==> src/rtl/dsc_pkg.sv <==
`default_nettype none
package dsc_pkg;

    localparam int WORD_BITS    = 32;
    localparam int CNT_BITS     = $clog2(WORD_BITS + 1);
    localparam int CFG_IDX_BITS = 2;
    localparam int VERDICT_BITS = 3;

    typedef logic [WORD_BITS-1:0] word_t;

    localparam logic [VERDICT_BITS-1:0] VERDICT_VALID    = 3'd0;
    localparam logic [VERDICT_BITS-1:0] VERDICT_MISMATCH = 3'd1;
    localparam logic [VERDICT_BITS-1:0] VERDICT_R_RANGE  = 3'd2;
    localparam logic [VERDICT_BITS-1:0] VERDICT_S_RANGE  = 3'd3;
    localparam logic [VERDICT_BITS-1:0] VERDICT_NO_INV   = 3'd4;

    localparam logic [CFG_IDX_BITS-1:0] CFG_MODULUS_P   = 2'd0;
    localparam logic [CFG_IDX_BITS-1:0] CFG_ORDER_Q     = 2'd1;
    localparam logic [CFG_IDX_BITS-1:0] CFG_GENERATOR_A = 2'd2;
    localparam logic [CFG_IDX_BITS-1:0] CFG_PUBLIC_KEY  = 2'd3;

    typedef enum logic [4:0] {
        OP_NONE,
        OP_LOAD,
        OP_HDIV,
        OP_INIT_R1,
        OP_EUC_DIV,
        OP_EUC_MUL,
        OP_EUC_UPD,
        OP_U1,
        OP_U2,
        OP_SAVE_U2,
        OP_BASE_A,
        OP_BASE_Y,
        OP_POW_INIT,
        OP_SQ,
        OP_ACC_WR,
        OP_MB,
        OP_SHIFT,
        OP_SAVE_X1,
        OP_FIN_MUL,
        OP_FIN_DIV
    } op_t;

    typedef struct packed {
        op_t op;
    } dp_cmd_t;

    typedef struct packed {
        logic busy;
        logic r_bad;
        logic s_bad;
        logic r1_zero;
        logic r0_one;
        logic ebit;
        logic cnt_last;
        logic p_small;
        logic match;
    } dp_status_t;

    typedef enum logic [4:0] {
        S_IDLE,
        S_CHECK,
        S_HWAIT,
        S_EINIT,
        S_ETEST,
        S_EDWAIT,
        S_EMUL,
        S_EMWAIT,
        S_EUPD,
        S_U1WAIT,
        S_U2,
        S_U2WAIT,
        S_U2SAVE,
        S_PCHK,
        S_BWAIT,
        S_PINIT,
        S_SQ,
        S_SQWAIT,
        S_SQWR,
        S_MB,
        S_MBWAIT,
        S_MBWR,
        S_SHIFT,
        S_POWEND,
        S_BASEY,
        S_FMWAIT,
        S_FDIV,
        S_FDWAIT,
        S_CMP,
        S_DONE
    } state_t;

endpackage
`default_nettype wire

==> src/rtl/dsc_datapath.sv <==
`default_nettype none
module dsc_datapath
    import dsc_pkg::*;
(
    input  wire logic                    clk,
    input  wire logic                    rst_n,
    input  wire dp_cmd_t                 cmd,
    output dp_status_t                   status,
    input  wire logic                    cfg_we,
    input  wire logic [CFG_IDX_BITS-1:0] cfg_index,
    input  wire word_t                   cfg_data,
    input  wire word_t                   sig_r,
    input  wire word_t                   sig_s,
    input  wire word_t                   hash_value
);

    word_t p_reg, q_reg, a_reg, y_reg;
    word_t p_next, q_next, a_next, y_next;
    word_t r_reg, s_reg, h_reg, r_next, s_next, h_next;
    word_t r0_reg, r1_reg, t0_reg, t1_reg, rn_reg;
    word_t r0_next, r1_next, t0_next, t1_next, rn_next;
    word_t u1_reg, u2_reg, e_reg, base_reg, acc_reg, x1_reg;
    word_t u1_next, u2_next, e_next, base_next, acc_next, x1_next;
    logic [CNT_BITS-1:0] pcnt_reg, pcnt_next;
    word_t ua_reg, ub_reg, um_reg, uacc_reg;
    word_t ua_next, ub_next, um_next, uacc_next;
    logic [CNT_BITS-1:0] ucnt_reg, ucnt_next;
    logic uphase_reg, uphase_next, umul_reg, umul_next;

    logic           start, st_mul;
    word_t          st_a, st_b, st_m;
    logic [WORD_BITS:0] rem2, diff, dbl, sum;
    word_t          qred, tn;

    always_comb
    begin
        qred = (ua_reg >= q_reg) ? (ua_reg - q_reg) : ua_reg;
        tn   = (t0_reg >= uacc_reg) ? (t0_reg - uacc_reg) : (t0_reg - uacc_reg + q_reg);
    end

    always_comb
    begin
        p_next = p_reg; q_next = q_reg; a_next = a_reg; y_next = y_reg;
        r_next = r_reg; s_next = s_reg; h_next = h_reg;
        r0_next = r0_reg; r1_next = r1_reg; t0_next = t0_reg; t1_next = t1_reg;
        rn_next = rn_reg; u1_next = u1_reg; u2_next = u2_reg; e_next = e_reg;
        base_next = base_reg; acc_next = acc_reg; x1_next = x1_reg;
        pcnt_next = pcnt_reg;
        ua_next = ua_reg; ub_next = ub_reg; um_next = um_reg; uacc_next = uacc_reg;
        ucnt_next = ucnt_reg; uphase_next = uphase_reg; umul_next = umul_reg;
        start = 1'b0; st_mul = 1'b0; st_a = '0; st_b = '0; st_m = q_reg;
        rem2 = '0; diff = '0; dbl = '0; sum = '0;

        if (cfg_we)
        begin
            case (cfg_index)
                CFG_MODULUS_P:   p_next = cfg_data;
                CFG_ORDER_Q:     q_next = cfg_data;
                CFG_GENERATOR_A: a_next = cfg_data;
                CFG_PUBLIC_KEY:  y_next = cfg_data;
                default:         p_next = p_reg;
            endcase
        end

        if (ucnt_reg != '0)
        begin
            if (!umul_reg)
            begin
                rem2 = {uacc_reg, ua_reg[WORD_BITS-1]};
                diff = rem2 - {1'b0, um_reg};
                if (rem2 >= {1'b0, um_reg})
                begin
                    uacc_next = diff[WORD_BITS-1:0];
                    ua_next   = {ua_reg[WORD_BITS-2:0], 1'b1};
                end
                else
                begin
                    uacc_next = rem2[WORD_BITS-1:0];
                    ua_next   = {ua_reg[WORD_BITS-2:0], 1'b0};
                end
                ucnt_next = ucnt_reg - 1'b1;
            end
            else if (!uphase_reg)
            begin
                dbl = {uacc_reg, 1'b0};
                uacc_next = (dbl >= {1'b0, um_reg}) ? (dbl[WORD_BITS-1:0] - um_reg)
                                                    : dbl[WORD_BITS-1:0];
                uphase_next = 1'b1;
            end
            else
            begin
                sum = {1'b0, uacc_reg} + (ub_reg[WORD_BITS-1] ? {1'b0, ua_reg} : '0);
                uacc_next = (sum >= {1'b0, um_reg}) ? (sum[WORD_BITS-1:0] - um_reg)
                                                    : sum[WORD_BITS-1:0];
                ub_next = {ub_reg[WORD_BITS-2:0], 1'b0};
                uphase_next = 1'b0;
                ucnt_next = ucnt_reg - 1'b1;
            end
        end

        case (cmd.op)
            OP_LOAD:
            begin
                r_next = sig_r; s_next = sig_s; h_next = hash_value;
            end
            OP_HDIV:
            begin
                start = 1'b1; st_a = h_reg; st_m = q_reg;
            end
            OP_INIT_R1:
            begin
                r0_next = q_reg; r1_next = uacc_reg;
                t0_next = '0; t1_next = word_t'(1);
            end
            OP_EUC_DIV:
            begin
                start = 1'b1; st_a = r0_reg; st_m = r1_reg;
            end
            OP_EUC_MUL:
            begin
                rn_next = uacc_reg;
                start = 1'b1; st_mul = 1'b1; st_a = qred; st_b = t1_reg; st_m = q_reg;
            end
            OP_EUC_UPD:
            begin
                r0_next = r1_reg; r1_next = rn_reg; t0_next = t1_reg; t1_next = tn;
            end
            OP_U1:
            begin
                start = 1'b1; st_mul = 1'b1; st_a = s_reg; st_b = t0_reg; st_m = q_reg;
            end
            OP_U2:
            begin
                u1_next = uacc_reg;
                start = 1'b1; st_mul = 1'b1; st_a = q_reg - r_reg; st_b = t0_reg;
                st_m = q_reg;
            end
            OP_SAVE_U2: u2_next = uacc_reg;
            OP_BASE_A:
            begin
                e_next = u1_reg; start = 1'b1; st_a = a_reg; st_m = p_reg;
            end
            OP_BASE_Y:
            begin
                e_next = u2_reg; start = 1'b1; st_a = y_reg; st_m = p_reg;
            end
            OP_POW_INIT:
            begin
                base_next = uacc_reg; acc_next = word_t'(1);
                pcnt_next = CNT_BITS'(WORD_BITS);
            end
            OP_SQ:
            begin
                start = 1'b1; st_mul = 1'b1; st_a = acc_reg; st_b = acc_reg; st_m = p_reg;
            end
            OP_ACC_WR: acc_next = uacc_reg;
            OP_MB:
            begin
                start = 1'b1; st_mul = 1'b1; st_a = acc_reg; st_b = base_reg; st_m = p_reg;
            end
            OP_SHIFT:
            begin
                e_next = {e_reg[WORD_BITS-2:0], 1'b0}; pcnt_next = pcnt_reg - 1'b1;
            end
            OP_SAVE_X1: x1_next = acc_reg;
            OP_FIN_MUL:
            begin
                start = 1'b1; st_mul = 1'b1; st_a = x1_reg; st_b = acc_reg; st_m = p_reg;
            end
            OP_FIN_DIV:
            begin
                start = 1'b1; st_a = uacc_reg; st_m = q_reg;
            end
            default: start = 1'b0;
        endcase

        if (start)
        begin
            ua_next = st_a; ub_next = st_b; um_next = st_m; uacc_next = '0;
            ucnt_next = CNT_BITS'(WORD_BITS); uphase_next = 1'b0; umul_next = st_mul;
        end
    end

    always_ff @(posedge clk or negedge rst_n)
    begin
        if (!rst_n)
        begin
            p_reg <= word_t'(2); q_reg <= word_t'(2);
            a_reg <= word_t'(1); y_reg <= word_t'(1);
            r_reg <= '0; s_reg <= '0; h_reg <= '0;
            r0_reg <= '0; r1_reg <= '0; t0_reg <= '0; t1_reg <= '0; rn_reg <= '0;
            u1_reg <= '0; u2_reg <= '0; e_reg <= '0; base_reg <= '0;
            acc_reg <= '0; x1_reg <= '0; pcnt_reg <= '0;
            ua_reg <= '0; ub_reg <= '0; um_reg <= '0; uacc_reg <= '0;
            ucnt_reg <= '0; uphase_reg <= 1'b0; umul_reg <= 1'b0;
        end
        else
        begin
            p_reg <= p_next; q_reg <= q_next; a_reg <= a_next; y_reg <= y_next;
            r_reg <= r_next; s_reg <= s_next; h_reg <= h_next;
            r0_reg <= r0_next; r1_reg <= r1_next; t0_reg <= t0_next;
            t1_reg <= t1_next; rn_reg <= rn_next;
            u1_reg <= u1_next; u2_reg <= u2_next; e_reg <= e_next;
            base_reg <= base_next; acc_reg <= acc_next; x1_reg <= x1_next;
            pcnt_reg <= pcnt_next;
            ua_reg <= ua_next; ub_reg <= ub_next; um_reg <= um_next;
            uacc_reg <= uacc_next; ucnt_reg <= ucnt_next;
            uphase_reg <= uphase_next; umul_reg <= umul_next;
        end
    end

    always_comb
    begin
        status.busy     = (ucnt_reg != '0);
        status.r_bad    = (r_reg == '0) || (r_reg >= q_reg);
        status.s_bad    = (s_reg == '0) || (s_reg >= q_reg);
        status.r1_zero  = (r1_reg == '0);
        status.r0_one   = (r0_reg == word_t'(1));
        status.ebit     = e_reg[WORD_BITS-1];
        status.cnt_last = (pcnt_reg == CNT_BITS'(1));
        status.p_small  = (p_reg < word_t'(2));
        status.match    = (uacc_reg == r_reg);
    end

endmodule
`default_nettype wire

==> src/rtl/dsc_ctrl.sv <==
`default_nettype none
module dsc_ctrl
    import dsc_pkg::*;
(
    input  wire logic                    clk,
    input  wire logic                    rst_n,
    input  wire logic                    in_valid,
    output logic                         in_stall,
    output logic                         out_valid,
    input  wire logic                    out_stall,
    output logic [VERDICT_BITS-1:0]      verdict,
    output dp_cmd_t                      cmd,
    input  wire dp_status_t              status
);

    state_t state_reg, state_next;
    logic   pass2_reg, pass2_next;
    logic   out_valid_reg, out_valid_next;
    logic [VERDICT_BITS-1:0] res_reg, res_next, verdict_reg, verdict_next;

    always_ff @(posedge clk or negedge rst_n)
    begin
        if (!rst_n)
        begin
            state_reg     <= S_IDLE;
            pass2_reg     <= 1'b0;
            out_valid_reg <= 1'b0;
            res_reg       <= '0;
            verdict_reg   <= '0;
        end
        else
        begin
            state_reg     <= state_next;
            pass2_reg     <= pass2_next;
            out_valid_reg <= out_valid_next;
            res_reg       <= res_next;
            verdict_reg   <= verdict_next;
        end
    end

    always_comb
    begin
        state_next     = state_reg;
        pass2_next     = pass2_reg;
        res_next       = res_reg;
        verdict_next   = verdict_reg;
        out_valid_next = out_valid_reg && out_stall;
        cmd.op         = OP_NONE;
        in_stall       = 1'b1;

        case (state_reg)
            S_IDLE:
            begin
                in_stall = 1'b0;
                if (in_valid)
                begin
                    cmd.op = OP_LOAD;
                    state_next = S_CHECK;
                end
            end
            S_CHECK:
            begin
                if (status.r_bad)
                begin
                    res_next = VERDICT_R_RANGE; state_next = S_DONE;
                end
                else if (status.s_bad)
                begin
                    res_next = VERDICT_S_RANGE; state_next = S_DONE;
                end
                else
                begin
                    cmd.op = OP_HDIV; state_next = S_HWAIT;
                end
            end
            S_HWAIT:  if (!status.busy) state_next = S_EINIT;
            S_EINIT:
            begin
                cmd.op = OP_INIT_R1; state_next = S_ETEST;
            end
            S_ETEST:
            begin
                if (status.r1_zero)
                begin
                    if (status.r0_one)
                    begin
                        cmd.op = OP_U1; state_next = S_U1WAIT;
                    end
                    else
                    begin
                        res_next = VERDICT_NO_INV; state_next = S_DONE;
                    end
                end
                else
                begin
                    cmd.op = OP_EUC_DIV; state_next = S_EDWAIT;
                end
            end
            S_EDWAIT: if (!status.busy) state_next = S_EMUL;
            S_EMUL:
            begin
                cmd.op = OP_EUC_MUL; state_next = S_EMWAIT;
            end
            S_EMWAIT: if (!status.busy) state_next = S_EUPD;
            S_EUPD:
            begin
                cmd.op = OP_EUC_UPD; state_next = S_ETEST;
            end
            S_U1WAIT: if (!status.busy) state_next = S_U2;
            S_U2:
            begin
                cmd.op = OP_U2; state_next = S_U2WAIT;
            end
            S_U2WAIT: if (!status.busy) state_next = S_U2SAVE;
            S_U2SAVE:
            begin
                cmd.op = OP_SAVE_U2; state_next = S_PCHK;
            end
            S_PCHK:
            begin
                if (status.p_small)
                begin
                    res_next = VERDICT_MISMATCH; state_next = S_DONE;
                end
                else
                begin
                    cmd.op = OP_BASE_A; pass2_next = 1'b0; state_next = S_BWAIT;
                end
            end
            S_BWAIT:  if (!status.busy) state_next = S_PINIT;
            S_PINIT:
            begin
                cmd.op = OP_POW_INIT; state_next = S_SQ;
            end
            S_SQ:
            begin
                cmd.op = OP_SQ; state_next = S_SQWAIT;
            end
            S_SQWAIT: if (!status.busy) state_next = S_SQWR;
            S_SQWR:
            begin
                cmd.op = OP_ACC_WR;
                state_next = status.ebit ? S_MB : S_SHIFT;
            end
            S_MB:
            begin
                cmd.op = OP_MB; state_next = S_MBWAIT;
            end
            S_MBWAIT: if (!status.busy) state_next = S_MBWR;
            S_MBWR:
            begin
                cmd.op = OP_ACC_WR; state_next = S_SHIFT;
            end
            S_SHIFT:
            begin
                cmd.op = OP_SHIFT;
                state_next = status.cnt_last ? S_POWEND : S_SQ;
            end
            S_POWEND:
            begin
                if (!pass2_reg)
                begin
                    cmd.op = OP_SAVE_X1; state_next = S_BASEY;
                end
                else
                begin
                    cmd.op = OP_FIN_MUL; state_next = S_FMWAIT;
                end
            end
            S_BASEY:
            begin
                cmd.op = OP_BASE_Y; pass2_next = 1'b1; state_next = S_BWAIT;
            end
            S_FMWAIT: if (!status.busy) state_next = S_FDIV;
            S_FDIV:
            begin
                cmd.op = OP_FIN_DIV; state_next = S_FDWAIT;
            end
            S_FDWAIT: if (!status.busy) state_next = S_CMP;
            S_CMP:
            begin
                res_next = status.match ? VERDICT_VALID : VERDICT_MISMATCH;
                state_next = S_DONE;
            end
            S_DONE:
            begin
                if (!out_valid_reg || !out_stall)
                begin
                    out_valid_next = 1'b1;
                    verdict_next   = res_reg;
                    state_next     = S_IDLE;
                end
            end
            default: state_next = S_IDLE;
        endcase
    end

    assign out_valid = out_valid_reg;
    assign verdict   = verdict_reg;

endmodule
`default_nettype wire

==> src/rtl/dsa_signature_checker_top.sv <==
`default_nettype none
// Verifies a GOST R 34.10-94 style signature (sig_r, sig_s) against hash_value using the
// domain values p, q, a and public key y held in the configuration registers, and returns
// one verdict per request. A range rejection goes from S_CHECK straight to S_DONE without
// any arithmetic, and the next request can be taken once the controller is back in S_IDLE.
// A full check takes an extended Euclid inverse mod q (one restoring division and one
// modular product per step), two modular products for u1 and u2, and two exponentiations
// by square-and-multiply over the full word. Its running time depends on the number of
// Euclid steps and the set bits of the exponents, and it is set by the single shared
// arithmetic unit: a restoring divider at one bit per cycle and an interleaved modular
// multiplier that doubles and then adds for each multiplier bit. One request is in work
// at a time; a new request is taken while the previous verdict still waits at the
// output.
module dsa_signature_checker_top
    import dsc_pkg::*;
(
    input  wire logic                    clk,
    input  wire logic                    rst_n,
    input  wire logic                    cfg_valid,
    output logic                         cfg_ready,
    input  wire logic [CFG_IDX_BITS-1:0] cfg_index,
    input  wire logic [WORD_BITS-1:0]    cfg_data,
    input  wire logic                    in_valid,
    output logic                         in_stall,
    input  wire logic [WORD_BITS-1:0]    sig_r,
    input  wire logic [WORD_BITS-1:0]    sig_s,
    input  wire logic [WORD_BITS-1:0]    hash_value,
    output logic                         out_valid,
    input  wire logic                    out_stall,
    output logic [VERDICT_BITS-1:0]      verdict
);

    dp_cmd_t    cmd;
    dp_status_t status;

    assign cfg_ready = 1'b1;

    dsc_ctrl u_ctrl (
        .clk       (clk),
        .rst_n     (rst_n),
        .in_valid  (in_valid),
        .in_stall  (in_stall),
        .out_valid (out_valid),
        .out_stall (out_stall),
        .verdict   (verdict),
        .cmd       (cmd),
        .status    (status)
    );

    dsc_datapath u_datapath (
        .clk        (clk),
        .rst_n      (rst_n),
        .cmd        (cmd),
        .status     (status),
        .cfg_we     (cfg_valid && cfg_ready),
        .cfg_index  (cfg_index),
        .cfg_data   (cfg_data),
        .sig_r      (sig_r),
        .sig_s      (sig_s),
        .hash_value (hash_value)
    );

endmodule
`default_nettype wire

==> config.mk <==
export PLATFORM = sky130hd
export DESIGN_NAME = dsa_signature_checker_top
export DESIGN_NICKNAME = d
export VERILOG_FILES = /design/src/rtl/dsc_pkg.sv /design/src/rtl/dsc_datapath.sv /design/src/rtl/dsc_ctrl.sv /design/src/rtl/dsa_signature_checker_top.sv
export SDC_FILE = /design/constraint.sdc
export NUM_CORES = 2
export LEC_CHECK = 0
export BUFFER_PORTS_ARGS = -buffer_cell sky130_fd_sc_hd__buf_2
export CORE_ASPECT_RATIO = 0.6
export CORE_MARGIN = 1
export CORE_UTILIZATION = 50
export CTS_CLUSTER_DIAMETER = 80
export DETAILED_ROUTE_END_ITERATION = 8
export GPL_TIMING_DRIVEN = 0
export HOLD_SLACK_MARGIN = 0.08
export PLACE_DENSITY = 0.74
export SYNTH_ARGS = -nofsm -noshare
export SYNTH_HDL_FRONTEND = slang
export SYNTH_SLANG_ARGS = --single-unit
==> constraint.sdc <==
create_clock -name clk -period 11 [get_ports clk]
set_input_delay 0.55 -clock clk [delete_from_list [all_inputs] [get_ports clk]]
set_output_delay 0.55 -clock clk [all_outputs]
set_load 0.05 [all_outputs]
==> summary.txt <==
Run status
  • Status: finished with violations
  • Failing checks: DRC, capacitance limit, slew limit

Placed design
  • Final HPWL from detailed placement: roughly 180 mm
  • Routability cong.: between 1 and 1.5
  • I/O Buffers: 139

Yosys
  • Syn avg cell area: 9.01 µm²
  • Synth area leaders: dfrtp_1 (38%), mux2_2 (7.2%), ha_1 (6.8%)
  • Top_reg_cell synth: dfrtp_1
  • Synth Register Bits: 731
  • Yosys warnings: 0
  • Synth top area share: 38.1%
  • Number of enable flip-flop cells after synthesis: 0
  • Mapped Cells: 5298
  • Seq/Total Area, Yosys: 38.3%
  • Synth Cell Area: 47800 µm²
  • Post-Syn Nets: 5701
  • Area leader, netlist: dfrtp_1
  • Async SR Flop Fraction: 100%
  • Count of cell types in the netlist: 88

GRT
  • First-pass GRT wire length: 328 mm
  • GRT met3 Usage: between 20% and 30%
  • Largest net degree at the start of global routing: around 110
  • GRT overflow: 0
  • GR Layer Usage met1: 65.8%
  • Gr usage total: 47.9%
  • Vias in the first global route: 43679
  • Met2 GRT Util: approximately three fifths
  • Top Usage Layer GRT: met1
  • Initial antenna violation count: 29

Route
  • Detailed Route Iter0 Violations: 8747
  • DRT Pass-1 Iters: 9
  • Routed wire length: between 200 and 250 mm
  • Drt drc: 13
  • Post-route ant nets: 0
  • Vias/cell: 7.04
  • DR WL/cell: 34.3 µm
  • Vias: 48611

Layout
  • Share of post-route cells with drive strength above 1: a little under an eighth
  • Final nets: 5975
  • Most frequent cells in the layout: dfrtp_1 (727), nand2_1 (610), o21ai_0 (448), a21oi_1 (382), nor2_1 (322)
  • Area Overhead vs Synth: 11.9%
  • Most common cell after layout, fill and taps aside: dfrtp_1
  • Fill cells: ~8500

Die
  • Rows: 87
  • Die H: 241 µm
  • Die Footprint: 96800 µm²
  • # IOs: 141
  • Core area: around 94000 µm²
  • Width of the die: roughly 400 µm
  • Initial cell density of the core: 50.7%

Hold path
  • Hold Path Sink: u_datapath.s_reg[10]
  • Hold path start: sig_s[10]
  • HP Class: in -> reg
  • Hold path depth: 2

CTS
  • Clk Latency, worst-skew pair: just over 0.7 ns
  • CTS buffer count: 74
  • Setup Buffers After CTS: 0
  • CTS tree: done
  • H-tree depth: 3
  • Clk pin slew, worst setup/hold paths: 0.07 ns
  • Clock Tree Buf Depth: 3
  • Root buffer cell: clkbuf_16
  • Number of hold buffers added after CTS: 49
  • CTS Sinks: 731
  • CTS resizes: 0

Critical path
  • Worst EP required: between 10 and 15 ns
  • CP cell instances: inv_1 > fa_1 > nor2b_1 > o31a_1 > o2111ai_1 > a21oi_1 > a21o_1 > a221oi_1 > xnor2_1 > ha_1 > and3_1 > nand2_1 > or3_1 > nand2_1 > o21ai_0 > a211o_1 > nand2_1 > clkbuf_1 > clkbuf_1 > nand2_1 > a31oi_1 > o22ai_1
  • R2R cell count: 22
  • CP bufs+invs: 3
  • Arrival time worst endpoint: 8.82 ns
  • Reg2reg end: u_datapath.uacc_reg[25]
  • Setup CP Type: reg -> reg
  • CP delay by family, top: compound AO/OA/AOI/OAI gates
  • Slowest cell on crit path: dfrtp_1
  • CP max stage delay: about 1.2 ns
  • Worst Path Max Fanout: 10
  • CP endpoint kind: register
  • Flop-to-flop setup slack: 2.70 ns
  • CP most frequent cell: nand2_1
  • Reg-to-Reg Start: u_datapath.uacc_reg[1]
  • Startpoint Class: register

STA
  • Setup tns final: 0 ns
  • Min Tclk post-route: 8.30 ns
  • Highest Clock Rate: 120 MHz
  • Max_slew headroom: -14.3%
  • RSZ-0062 raised after global routing: no
  • Final hold viol count: 0
  • Tcrit/Tclk final: roughly three quarters
  • Setup violations, final: 0
  • Slew @ Worst Pin: around 1.7 ns
  • Max Slew Vio Count: between 40 and 50
  • Setup Skew: 0.0571 ns

Run
  • Max-cap violations: 7
## layout make-up
| cell class | instances | area (µm²) | share of cell area, % |
|---|---|---|---|
| clock inverter | 34 | 458 | 0.857 |
| timing repair buffer | 198 | 1400 | 2.61 |
| inverter | 218 | 818 | 1.53 |
| buffer | 323 | 1310 | 2.45 |
| tap | 1246 | 1560 | 2.92 |
| clock buffer | 102 | 2170 | 4.06 |
| antenna | 23 | 57.6 | 0.108 |
| multi-input combinational | 4026 | 27400 | 51.2 |
| sequential | 731 | 18300 | 34.2 |
## per-layer routing
layer	part of all wire [%]	routed length [µm]	vias to the layer above
met2	36	84700	4015
li1	-	-	20067
met5	0.27	636	-
met1	41	96200	23811
met4	4.8	11500	32
met3	19	43800	686
## kinds of logic after synthesis
logic type,after synthesis,synth area share [%]
AOI/OAI and AO/OA,1717,23.6
other,1,0.00785
adders and majority gates,268,7.15
xor gates and xnor gates,234,4.29
buffers and inverters,541,4.45
DFF,731,38.3
muxes,355,8.24
and+or+nand+nor,1451,14.0
## how the worst max path moves through the flow
| stage | startpoint | to | slack [ns] | depth (start not counted) |
|---|---|---|---|---|
| floorplan | u_datapath.ub_reg[31] | u_datapath.uacc_reg[25] | 5.87 | 24 |
| global placement | rst_n | u_datapath.u2_reg[7] | -6.67 | 1 |
| detailed placement | u_datapath.uacc_reg[1] | u_datapath.uacc_reg[25] | 3.43 | 22 |
| CTS | u_datapath.uacc_reg[1] | u_datapath.uacc_reg[25] | 3.35 | 22 |
| global route | u_datapath.uacc_reg[1] | u_datapath.uacc_reg[25] | 2.76 | 22 |
| finish | u_datapath.uacc_reg[1] | u_datapath.uacc_reg[25] | 2.70 | 22 |
## synth_stat cells (all sizes together), types with 51 or more instances
| master | count |
|---|---|
| nand2 | 611 |
| a22o | 75 |
| nor2 | 324 |
| o21ai | 462 |
| a31oi | 104 |
| a221oi | 59 |
| nor4 | 53 |
| inv | 217 |
| xor2 | 88 |
| a211oi | 81 |
| a222oi | 56 |
| ha | 260 |
| dfrtp | 727 |
| nand3 | 65 |
| a21o | 110 |
| a21oi | 383 |
| xnor2 | 146 |
| mux2i | 51 |
| nor3 | 97 |
| nand4 | 73 |
| clkbuf | 260 |
| a22oi | 59 |
| mux2 | 304 |
| buf | 63 |
## metrics by stage
step	worst slack, ns	area [µm²]	std cells	hold WS (ns)	utilization [%]
floorplan	5.87	47800	5298	0.254	-
global placement	-6.67	50000	6683	0.458	53.1
detailed placement	3.43	50300	6693	0.464	53.3
CTS	3.35	53400	6878	0.0807	56.6
global route	2.76	53400	6885	0.0962	56.7
finish	2.70	53500	6901	0.0955	56.7
Power is not shown: default switching activity piles up to over one toggle a cycle in this logic, so the estimate is an artifact.
